==> config.mk <==
export PLATFORM = sky130hd
export DESIGN_NAME = md5_message_digest_core
export DESIGN_NICKNAME = d
export VERILOG_FILES = /design/src/rtl/core/md5_pkg.sv /design/src/rtl/core/md5_front.sv /design/src/rtl/core/md5_queue.sv /design/src/rtl/core/md5_engine.sv /design/src/rtl/core/md5_message_digest_core.sv
export SDC_FILE = /design/constraint.sdc
export NUM_CORES = 2
export LEC_CHECK = 0
export BUFFER_PORTS_ARGS = -buffer_cell sky130_fd_sc_hd__buf_2
export CELL_PAD_IN_SITES_DETAIL_PLACEMENT = 1
export CELL_PAD_IN_SITES_GLOBAL_PLACEMENT = 1
export CORE_ASPECT_RATIO = 0.9
export CORE_MARGIN = 1
export CORE_UTILIZATION = 53
export DETAILED_ROUTE_END_ITERATION = 8
export PLACE_DENSITY = 0.78
export SLEW_MARGIN = 25
export SYNTH_ARGS = -nofsm -noshare
export SYNTH_HDL_FRONTEND = slang
export SYNTH_SLANG_ARGS = --single-unit
==> constraint.sdc <==
create_clock -name aclk -period 11.45 [get_ports aclk]
set_clock_uncertainty 0.15 [all_clocks]
set_input_delay 0.5725 -clock aclk [delete_from_list [all_inputs] [get_ports aclk]]
set_output_delay 0.5725 -clock aclk [all_outputs]
set_load 0.02 [all_outputs]
==> src/rtl/core/md5_pkg.sv <==
// ----------------------------------------------------------------------------
// md5 package
// Shared types, initial chaining values, round constants and helper
// functions for the md5 digest core.
// ----------------------------------------------------------------------------
package md5_pkg;

    localparam int QUEUE_DEPTH = 16;
    localparam int QUEUE_AW    = $clog2(QUEUE_DEPTH);

    localparam logic [31:0] IV_A = 32'h67452301;
    localparam logic [31:0] IV_B = 32'hefcdab89;
    localparam logic [31:0] IV_C = 32'h98badcfe;
    localparam logic [31:0] IV_D = 32'h10325476;

    localparam logic [7:0] PAD_BYTE = 8'h80;

    // last zero-padded word index before the 64-bit length
    localparam logic [3:0] LAST_PAD_INDEX = 4'd13;

    localparam logic [31:0] ROUND_CONST [64] = '{
        32'hd76aa478, 32'he8c7b756, 32'h242070db, 32'hc1bdceee,
        32'hf57c0faf, 32'h4787c62a, 32'ha8304613, 32'hfd469501,
        32'h698098d8, 32'h8b44f7af, 32'hffff5bb1, 32'h895cd7be,
        32'h6b901122, 32'hfd987193, 32'ha679438e, 32'h49b40821,
        32'hf61e2562, 32'hc040b340, 32'h265e5a51, 32'he9b6c7aa,
        32'hd62f105d, 32'h02441453, 32'hd8a1e681, 32'he7d3fbc8,
        32'h21e1cde6, 32'hc33707d6, 32'hf4d50d87, 32'h455a14ed,
        32'ha9e3e905, 32'hfcefa3f8, 32'h676f02d9, 32'h8d2a4c8a,
        32'hfffa3942, 32'h8771f681, 32'h6d9d6122, 32'hfde5380c,
        32'ha4beea44, 32'h4bdecfa9, 32'hf6bb4b60, 32'hbebfbc70,
        32'h289b7ec6, 32'heaa127fa, 32'hd4ef3085, 32'h04881d05,
        32'hd9d4d039, 32'he6db99e5, 32'h1fa27cf8, 32'hc4ac5665,
        32'hf4292244, 32'h432aff97, 32'hab9423a7, 32'hfc93a039,
        32'h655b59c3, 32'h8f0ccc92, 32'hffeff47d, 32'h85845dd1,
        32'h6fa87e4f, 32'hfe2ce6e0, 32'ha3014314, 32'h4e0811a1,
        32'hf7537e82, 32'hbd3af235, 32'h2ad7d2bb, 32'heb86d391
    };

    localparam logic [4:0] ROT_AMOUNT [16] = '{
        5'd7, 5'd12, 5'd17, 5'd22, 5'd5, 5'd9, 5'd14, 5'd20,
        5'd4, 5'd11, 5'd16, 5'd23, 5'd6, 5'd10, 5'd15, 5'd21
    };

    // one message word as it travels from the front to the round engine
    typedef struct packed {
        logic        fin;   // last word of the final block of a message
        logic [31:0] word;
    } md5_word_t;

    typedef enum logic [2:0] {
        F_DATA,
        F_PADW,
        F_PAD,
        F_LEN_LO,
        F_LEN_HI
    } front_state_t;

    typedef enum logic [2:0] {
        B_LOAD,
        B_PREP,
        B_ROUND,
        B_ADD,
        B_OUT
    } back_state_t;

    // message word used by round r
    function automatic logic [3:0] msg_index(input logic [5:0] r);
        logic [3:0] low;
        logic [3:0] idx;
        low = r[3:0];
        case (r[5:4])
            2'd0:    idx = low;
            2'd1:    idx = low * 4'd5 + 4'd1;
            2'd2:    idx = low * 4'd3 + 4'd5;
            default: idx = low * 4'd7;
        endcase
        return idx;
    endfunction

    function automatic logic [31:0] rotl32(input logic [31:0] v, input logic [4:0] n);
        logic [63:0] dbl;
        dbl = {v, v} << n;
        return dbl[63:32];
    endfunction

endpackage

==> src/rtl/core/md5_front.sv <==
// ----------------------------------------------------------------------------
// md5 front
// Accepts message bytes, packs them into little-endian words, keeps the
// bit count and generates the padding and length words at message end.
// ----------------------------------------------------------------------------
module md5_front import md5_pkg::*; (
    input  logic        aclk,
    input  logic        aresetn,
    input  logic        s_axis_tvalid,
    output logic        s_axis_tready,
    input  logic [7:0]  s_axis_tdata,
    input  logic        s_axis_tuser,
    input  logic        s_axis_tlast,
    output logic        q_push,
    output md5_word_t   q_entry,
    input  logic        q_full
);

    front_state_t state_reg, state_next;
    logic [63:0]  bit_reg, bit_next;
    logic [31:0]  part_reg, part_next;
    logic [3:0]   wcnt_reg, wcnt_next;

    logic [1:0]   lane;
    logic [3:0]   widx;
    logic [31:0]  pad_word;

    assign lane = bit_reg[4:3];
    assign widx = bit_reg[8:5];

    // bytes below the current lane are message, then the pad marker, then zeros
    always_comb begin
        case (lane)
            2'd0:    pad_word = {24'h0, PAD_BYTE};
            2'd1:    pad_word = {16'h0, PAD_BYTE, part_reg[7:0]};
            2'd2:    pad_word = {8'h0, PAD_BYTE, part_reg[15:0]};
            default: pad_word = {PAD_BYTE, part_reg[23:0]};
        endcase
    end

    always_comb begin
        state_next    = state_reg;
        bit_next      = bit_reg;
        part_next     = part_reg;
        wcnt_next     = wcnt_reg;
        q_push        = 1'b0;
        q_entry.fin   = 1'b0;
        q_entry.word  = '0;
        s_axis_tready = (state_reg == F_DATA) && !q_full;
        case (state_reg)
            F_DATA: begin
                if (s_axis_tvalid && s_axis_tready) begin
                    if (s_axis_tuser) begin
                        part_next[{lane, 3'b000} +: 8] = s_axis_tdata;
                        bit_next = bit_reg + 64'd8;
                        if (lane == 2'd3) begin
                            q_push       = 1'b1;
                            q_entry.word = {s_axis_tdata, part_reg[23:0]};
                        end
                    end
                    if (s_axis_tlast) begin
                        state_next = F_PADW;
                    end
                end
            end
            F_PADW: begin
                if (!q_full) begin
                    q_push       = 1'b1;
                    q_entry.word = pad_word;
                    wcnt_next    = widx + 4'd1;
                    state_next   = (widx == LAST_PAD_INDEX) ? F_LEN_LO : F_PAD;
                end
            end
            F_PAD: begin
                if (!q_full) begin
                    q_push    = 1'b1;
                    wcnt_next = wcnt_reg + 4'd1;
                    if (wcnt_reg == LAST_PAD_INDEX) begin
                        state_next = F_LEN_LO;
                    end
                end
            end
            F_LEN_LO: begin
                if (!q_full) begin
                    q_push       = 1'b1;
                    q_entry.word = bit_reg[31:0];
                    state_next   = F_LEN_HI;
                end
            end
            F_LEN_HI: begin
                if (!q_full) begin
                    q_push       = 1'b1;
                    q_entry.word = bit_reg[63:32];
                    q_entry.fin  = 1'b1;
                    bit_next     = '0;
                    state_next   = F_DATA;
                end
            end
            default: begin
                state_next = F_DATA;
            end
        endcase
    end

    always_ff @(posedge aclk) begin
        if (!aresetn) begin
            state_reg <= F_DATA;
            bit_reg   <= '0;
            wcnt_reg  <= '0;
        end else begin
            state_reg <= state_next;
            bit_reg   <= bit_next;
            wcnt_reg  <= wcnt_next;
        end
        part_reg <= part_next;
    end

endmodule

==> src/rtl/core/md5_queue.sv <==
// ----------------------------------------------------------------------------
// md5 word queue
// Small fifo of message words between the front and the round engine.
// ----------------------------------------------------------------------------
module md5_queue import md5_pkg::*; (
    input  logic      aclk,
    input  logic      aresetn,
    input  logic      push,
    input  md5_word_t push_entry,
    output logic      full,
    input  logic      pop,
    output md5_word_t head,
    output logic      empty
);

    md5_word_t             mem [QUEUE_DEPTH];
    logic [QUEUE_AW-1:0]   wr_ptr_reg, wr_ptr_next;
    logic [QUEUE_AW-1:0]   rd_ptr_reg, rd_ptr_next;
    logic [QUEUE_AW:0]     count_reg, count_next;
    logic                  do_push, do_pop;

    assign full    = (count_reg == (QUEUE_AW + 1)'(QUEUE_DEPTH));
    assign empty   = (count_reg == '0);
    assign do_push = push && !full;
    assign do_pop  = pop && !empty;
    assign head    = mem[rd_ptr_reg];

    always_comb begin
        wr_ptr_next = do_push ? wr_ptr_reg + 1'b1 : wr_ptr_reg;
        rd_ptr_next = do_pop ? rd_ptr_reg + 1'b1 : rd_ptr_reg;
        count_next  = count_reg;
        if (do_push && !do_pop) begin
            count_next = count_reg + 1'b1;
        end else if (do_pop && !do_push) begin
            count_next = count_reg - 1'b1;
        end
    end

    always_ff @(posedge aclk) begin
        if (!aresetn) begin
            wr_ptr_reg <= '0;
            rd_ptr_reg <= '0;
            count_reg  <= '0;
        end else begin
            wr_ptr_reg <= wr_ptr_next;
            rd_ptr_reg <= rd_ptr_next;
            count_reg  <= count_next;
        end
        if (do_push) begin
            mem[wr_ptr_reg] <= push_entry;
        end
    end

endmodule

==> src/rtl/core/md5_engine.sv <==
// ----------------------------------------------------------------------------
// md5 round engine
// Loads 16 words per block, runs one compression round per cycle, adds
// into the chaining words and sends the digest after the final block.
// ----------------------------------------------------------------------------
module md5_engine import md5_pkg::*; (
    input  logic        aclk,
    input  logic        aresetn,
    input  md5_word_t   q_head,
    input  logic        q_empty,
    output logic        q_pop,
    output logic        m_axis_tvalid,
    input  logic        m_axis_tready,
    output logic [39:0] m_axis_tdata,
    output logic        m_axis_tlast
);

    back_state_t state_reg, state_next;
    logic [3:0]  ld_reg, ld_next;
    logic [5:0]  rnd_reg, rnd_next;
    logic [31:0] a_reg, a_next, b_reg, b_next, c_reg, c_next, d_reg, d_next;
    logic [31:0] pre_reg, pre_next;
    logic [31:0] chain_reg [4];
    logic [31:0] chain_next [4];
    logic        fin_reg, fin_next;
    logic [1:0]  oidx_reg, oidx_next;
    logic        mv_reg, mv_next;
    logic [31:0] mword_reg, mword_next;
    logic [1:0]  midx_reg, midx_next;
    logic        mlast_reg, mlast_next;
    logic [31:0] w_mem [16];

    logic [1:0]  phase;
    logic [31:0] f;
    logic [31:0] t;
    logic [31:0] b_new;
    logic [5:0]  rnd_inc;

    assign phase   = rnd_reg[5:4];
    assign rnd_inc = rnd_reg + 6'd1;
    assign t       = pre_reg + f;
    assign b_new   = b_reg + rotl32(t, ROT_AMOUNT[{phase, rnd_reg[1:0]}]);

    always_comb begin
        case (phase)
            2'd0:    f = (b_reg & c_reg) | (~b_reg & d_reg);
            2'd1:    f = (b_reg & d_reg) | (c_reg & ~d_reg);
            2'd2:    f = b_reg ^ c_reg ^ d_reg;
            default: f = c_reg ^ (b_reg | ~d_reg);
        endcase
    end

    assign m_axis_tvalid = mv_reg;
    assign m_axis_tdata  = {6'b0, midx_reg, mword_reg};
    assign m_axis_tlast  = mlast_reg;

    always_comb begin
        state_next = state_reg;
        ld_next    = ld_reg;
        rnd_next   = rnd_reg;
        a_next     = a_reg;
        b_next     = b_reg;
        c_next     = c_reg;
        d_next     = d_reg;
        pre_next   = pre_reg;
        chain_next = chain_reg;
        fin_next   = fin_reg;
        oidx_next  = oidx_reg;
        mv_next    = mv_reg && !m_axis_tready;
        mword_next = mword_reg;
        midx_next  = midx_reg;
        mlast_next = mlast_reg;
        q_pop      = 1'b0;
        case (state_reg)
            B_LOAD: begin
                if (!q_empty) begin
                    q_pop   = 1'b1;
                    ld_next = ld_reg + 4'd1;
                    if (ld_reg == 4'd15) begin
                        fin_next   = q_head.fin;
                        state_next = B_PREP;
                    end
                end
            end
            B_PREP: begin
                a_next     = chain_reg[0];
                b_next     = chain_reg[1];
                c_next     = chain_reg[2];
                d_next     = chain_reg[3];
                pre_next   = chain_reg[0] + ROUND_CONST[0] + w_mem[msg_index(6'd0)];
                rnd_next   = '0;
                state_next = B_ROUND;
            end
            B_ROUND: begin
                a_next   = d_reg;
                d_next   = c_reg;
                c_next   = b_reg;
                b_next   = b_new;
                // d becomes the next round's a, so its sum is formed during the current round
                pre_next = d_reg + ROUND_CONST[rnd_inc] + w_mem[msg_index(rnd_inc)];
                rnd_next = rnd_inc;
                if (rnd_reg == 6'd63) begin
                    state_next = B_ADD;
                end
            end
            B_ADD: begin
                chain_next[0] = chain_reg[0] + a_reg;
                chain_next[1] = chain_reg[1] + b_reg;
                chain_next[2] = chain_reg[2] + c_reg;
                chain_next[3] = chain_reg[3] + d_reg;
                oidx_next     = '0;
                state_next    = fin_reg ? B_OUT : B_LOAD;
            end
            B_OUT: begin
                if (!mv_reg || m_axis_tready) begin
                    mv_next    = 1'b1;
                    mword_next = chain_reg[oidx_reg];
                    midx_next  = oidx_reg;
                    mlast_next = (oidx_reg == 2'd3);
                    oidx_next  = oidx_reg + 2'd1;
                    if (oidx_reg == 2'd3) begin
                        chain_next[0] = IV_A;
                        chain_next[1] = IV_B;
                        chain_next[2] = IV_C;
                        chain_next[3] = IV_D;
                        fin_next      = 1'b0;
                        state_next    = B_LOAD;
                    end
                end
            end
            default: begin
                state_next = B_LOAD;
            end
        endcase
    end

    always_ff @(posedge aclk) begin
        if (!aresetn) begin
            state_reg    <= B_LOAD;
            ld_reg       <= '0;
            rnd_reg      <= '0;
            fin_reg      <= 1'b0;
            oidx_reg     <= '0;
            mv_reg       <= 1'b0;
            chain_reg[0] <= IV_A;
            chain_reg[1] <= IV_B;
            chain_reg[2] <= IV_C;
            chain_reg[3] <= IV_D;
        end else begin
            state_reg <= state_next;
            ld_reg    <= ld_next;
            rnd_reg   <= rnd_next;
            fin_reg   <= fin_next;
            oidx_reg  <= oidx_next;
            mv_reg    <= mv_next;
            chain_reg <= chain_next;
        end
        a_reg     <= a_next;
        b_reg     <= b_next;
        c_reg     <= c_next;
        d_reg     <= d_next;
        pre_reg   <= pre_next;
        mword_reg <= mword_next;
        midx_reg  <= midx_next;
        mlast_reg <= mlast_next;
        if (q_pop) begin
            w_mem[ld_reg] <= q_head.word;
        end
    end

endmodule

==> src/rtl/core/md5_message_digest_core.sv <==
// ----------------------------------------------------------------------------
// md5 message digest core
// Byte-stream md5 engine: byte packing and padding in front, a word queue,
// and a one-round-per-cycle compression engine with a registered output.
// ----------------------------------------------------------------------------
// Usage:
//   s_axis carries one message byte per item in tdata; tuser marks tdata as
//   a real byte (clear it for an empty end item), tlast ends the message.
//   m_axis returns four digest words per message, word 0 first, tlast on
//   word 3; tdata[33:32] holds the word position.
// Throughput: the front takes one byte per cycle while it is in its data
//   state and the 16-word queue has room. The round engine loads 16 words,
//   sets up, runs 64 rounds and adds into the chaining words for each
//   64-byte block.
// End of message: after the end item the front issues up to 18 padding and
//   length words, one per cycle while the queue has room, then the last one
//   or two blocks compress and the four words leave.
// Reset: aresetn (synchronous, active low) empties the queue, clears the
//   bit count and loads the initial chaining words.
// Stalls: while m_axis_tready is low the digest holds in the output register;
//   the front keeps taking bytes until the queue fills.
// ----------------------------------------------------------------------------
module md5_message_digest_core import md5_pkg::*; (
    input  logic        aclk,
    input  logic        aresetn,
    input  logic        s_axis_tvalid,
    output logic        s_axis_tready,
    input  logic [7:0]  s_axis_tdata,   // [7:0] data_byte
    input  logic        s_axis_tuser,   // [0] has_byte
    input  logic        s_axis_tlast,
    output logic        m_axis_tvalid,
    input  logic        m_axis_tready,
    output logic [39:0] m_axis_tdata,   // [31:0] digest_word, [33:32] word_index
    output logic        m_axis_tlast
);

    logic      push;
    md5_word_t push_entry;
    logic      q_full;
    logic      q_pop;
    md5_word_t q_head;
    logic      q_empty;

    md5_front u_front (
        .aclk          (aclk),
        .aresetn       (aresetn),
        .s_axis_tvalid (s_axis_tvalid),
        .s_axis_tready (s_axis_tready),
        .s_axis_tdata  (s_axis_tdata),
        .s_axis_tuser  (s_axis_tuser),
        .s_axis_tlast  (s_axis_tlast),
        .q_push        (push),
        .q_entry       (push_entry),
        .q_full        (q_full)
    );

    md5_queue u_queue (
        .aclk       (aclk),
        .aresetn    (aresetn),
        .push       (push),
        .push_entry (push_entry),
        .full       (q_full),
        .pop        (q_pop),
        .head       (q_head),
        .empty      (q_empty)
    );

    md5_engine u_engine (
        .aclk          (aclk),
        .aresetn       (aresetn),
        .q_head        (q_head),
        .q_empty       (q_empty),
        .q_pop         (q_pop),
        .m_axis_tvalid (m_axis_tvalid),
        .m_axis_tready (m_axis_tready),
        .m_axis_tdata  (m_axis_tdata),
        .m_axis_tlast  (m_axis_tlast)
    );

endmodule

==> results.md <==
- Grt ovf: 0
- Crit path buf inv count: 2
- Achievable Freq: around 110 MHz
- Nets@finish: 6,939
- Worst EP required: 11,830 ps
- Setup WS post-layout: 2030 ps
- Worst slew margin: 20.5%
- DP HPWL: 176,000 um
- Post-CTS Resized: 0
- # hold bufs at CTS: 8
- Starting Density: 53.7%
- IO Count: 57
- Die Span Y: 368 um
- Worst slew pin tran: 1180 ps
- Synth top area share: 47.9%
- Unrepaired setup endpoints after global routing: no
- Startpoint Class: flip-flop
- Largest net degree at the start of global routing: 129
- Most common cell in the netlist: edfxtp_1
- Die area: 150,000 um^2
- Maxcap violations: 0
- Final non-filler cell total: roughly 8.6k
- Syn Area/Cell: approximately 12 um^2
- GP Congestion: 0.950
- Register area: roughly 42,000 um^2
- Root Driver: clkbuf_16
- Vias: about 57k
- Largest area contributor in the netlist: edfxtp_1
- Avg Vias per Cell: 6.63
- CTS H-tree lvls: 4
- Drt pass-1 iters: 6
- Tcrit/Tclk final: 82.3%
- Post-Syn Area: 78,900 um^2
- CP Capture Type: flip-flop
- Vias in the first global route: 58.7k
- # clock sinks: around 1.5k
- Share of cells above drive strength 1: 13.7%
- CTS tree: yes
- FP Rows: approximately 130
- Clock transition at the registers of the reported paths: 60 ps
- Worst EP arrival: just under 10,000 ps
- Post-layout min period: 9420 ps
- Worst hold slack: ~150 ps
- Leakage: 0.0315 uW
- Sequential share of the synthesized area: a little over half
- DRC Markers: 0
- Worst Hold Class: in -> reg
- Post-Syn Instances: approximately 6.6k
- Max incr delay on CP: 780 ps
- Most area-consuming cells after synthesis: edfxtp_1 48%, mux4_2 9.5%, dfxtp_1 5.8%
- Syn. warnings: 0
- Max reg flops: 528
- Ys async rst share: 0%
- Multi-input logic area: 34,500 um^2
- Total length of routed wires: about 270,000 um
- Final setup viols: 0
- Maximum vdd drop: around 0.00019 V
- Post-CTS Setup Inserts: 0
- # port buffers: 50
- Flops & latches, synth: 1,489
- Synth unique cells: between 100 and 150
- Post-Place Worst Slack: 2050 ps
- DRT iter0 DRCs: 6,534
- Crit path max fanout: between 50 and 60
- First-pass GRT wire length: about 390,000 um
- Layout area overhead: 10.1%
- Max-slew violations: 0
- CP max-delay cell: dfxtp_4
- Dpl cells: roughly 8.3k
- Fin. Hold Viols: 0
- Commonest cells post-synth: 1,259 x edfxtp_1, 816 x nand2_1, 446 x nor2_1, 423 x o21ai_0, 361 x a21oi_1
- Antenna Nets Post-Route: 0
- Type of the worst setup path: reg -> reg
- Core Region: approximately 150,000 um^2
- Clk_lat worst skew: 820 ps
- CP top delay family: compound AO/OA/AOI/OAI gates
- Power Density: 174 nW/um^2
- EDFF count, synth: 1,259
- Most used flip-flop cell after synthesis: edfxtp_1
- Overall routing resource usage: 35.6%
- Initial antenna violation count: 5
- Total Negative Setup Slacks: 0 ps
- Chip width: 409 um
- Num CTS Buffers: 153
- Maximum clock insertion buffer count: 3
- Per-cell routed wire length: about 31 um
- Fillers: 14.6k
- Status: finished, final reports clean
- Final Util: about three fifths
==> path summary, 6_finish.rpt <==
check	from	cells after the start	slack, ps	end
setup / recovery	u_engine.rnd_reg[4]	34	2030	u_engine.b_reg[28]
hold reg to reg	u_engine.chain_reg[19]	2	360	u_engine.chain_reg[19]
hold / removal	aresetn	3	150	u_engine.chain_reg[52]
setup reg to reg	u_engine.rnd_reg[4]	34	2030	u_engine.b_reg[28]
==> power breakdown <==
part	internal (uW)	switching, uW
Combinational	1170	2050
Sequential	6500	163
Clock	2930	2300
Total	10600	4520
==> metrics by stage <==
stage / area, um^2 / power (uW)
2_1_floorplan: 78900 / 8800
3_3_place_gp: 81600 / 9710
3_5_place_dp: 81600 / 9900
4_1_cts: 86800 / 15100
5_1_grt: 86900 / 15600
6_report: 86900 / 15100
==> layer usage <==
layer / wire length (um) / part of all wire (%) / up-vias / GRT usage (%)
met3: 19400 / 7.2 / 609 / 5.20
met1: 107000 / 40 / 29351 / 47.0
met2: 127000 / 47 / 2633 / 57.1
li1: - / - / 24621 / -
met4: 16100 / 5.9 / 4 / 19.3
met5: 25 / 0.0093 / - / 0
==> worst reg2reg max path: cells and delay by family (launching register included) <==
family	cells	cell delay [ps]
buffers and inverters	2	800
multiplexers	2	460
flip-flops	1	780
AND/OR/NAND/NOR	7	880
adder cells (fa/ha/maj)	3	1110
AO/OA/AOI/OAI	20	4960
==> cell type report <==
type | count | share of cell area, %
Antenna cell | 1 | 0.00288
Timing Repair Buffer | 185 | 1.53
Multi-Input combinational cell | 4447 | 39.7
Inverter | 273 | 1.19
Sequential cell | 1489 | 48.8
Clock inverter | 88 | 1.15
Clock buffer | 195 | 4.80
Tap cell | 1957 | 2.82
==> cells by family (layout without fill, tap and decap cells) <==
kind of cell    after synthesis  count (layout)  synth area share, %
simple gates               1794            1794                 10.1
compound gates             1507            1507                 12.1
flops                      1489            1489                 53.8
buf+inv                     620             741                 3.14
mux                         438             438                 10.9
fa+ha+maj                   378             378                 6.40
xor+xnor                    324             324                 3.63
other cells                   1               7              0.00475
==> cell usage in the layout (no fill, tap or decap), drive strengths merged, types with 43 or more instances in the layout <==
cell       n
a211oi    76
a21o     108
a21oi    365
a22oi     45
a31oi     77
and2      56
buf      177
clkbuf   195
clkinv    60
dfxtp    230
edfxtp  1259
fa        43
ha       333
inv      276
mux2i     79
mux4     333
nand2    816
nand2b    44
nand3    111
nor2     447
nor3      65
o21a      44
o21ai    434
o22ai     68
or2       43
xnor2    180
xor2     144
Note: power is estimated with default switching activity, not from simulation.
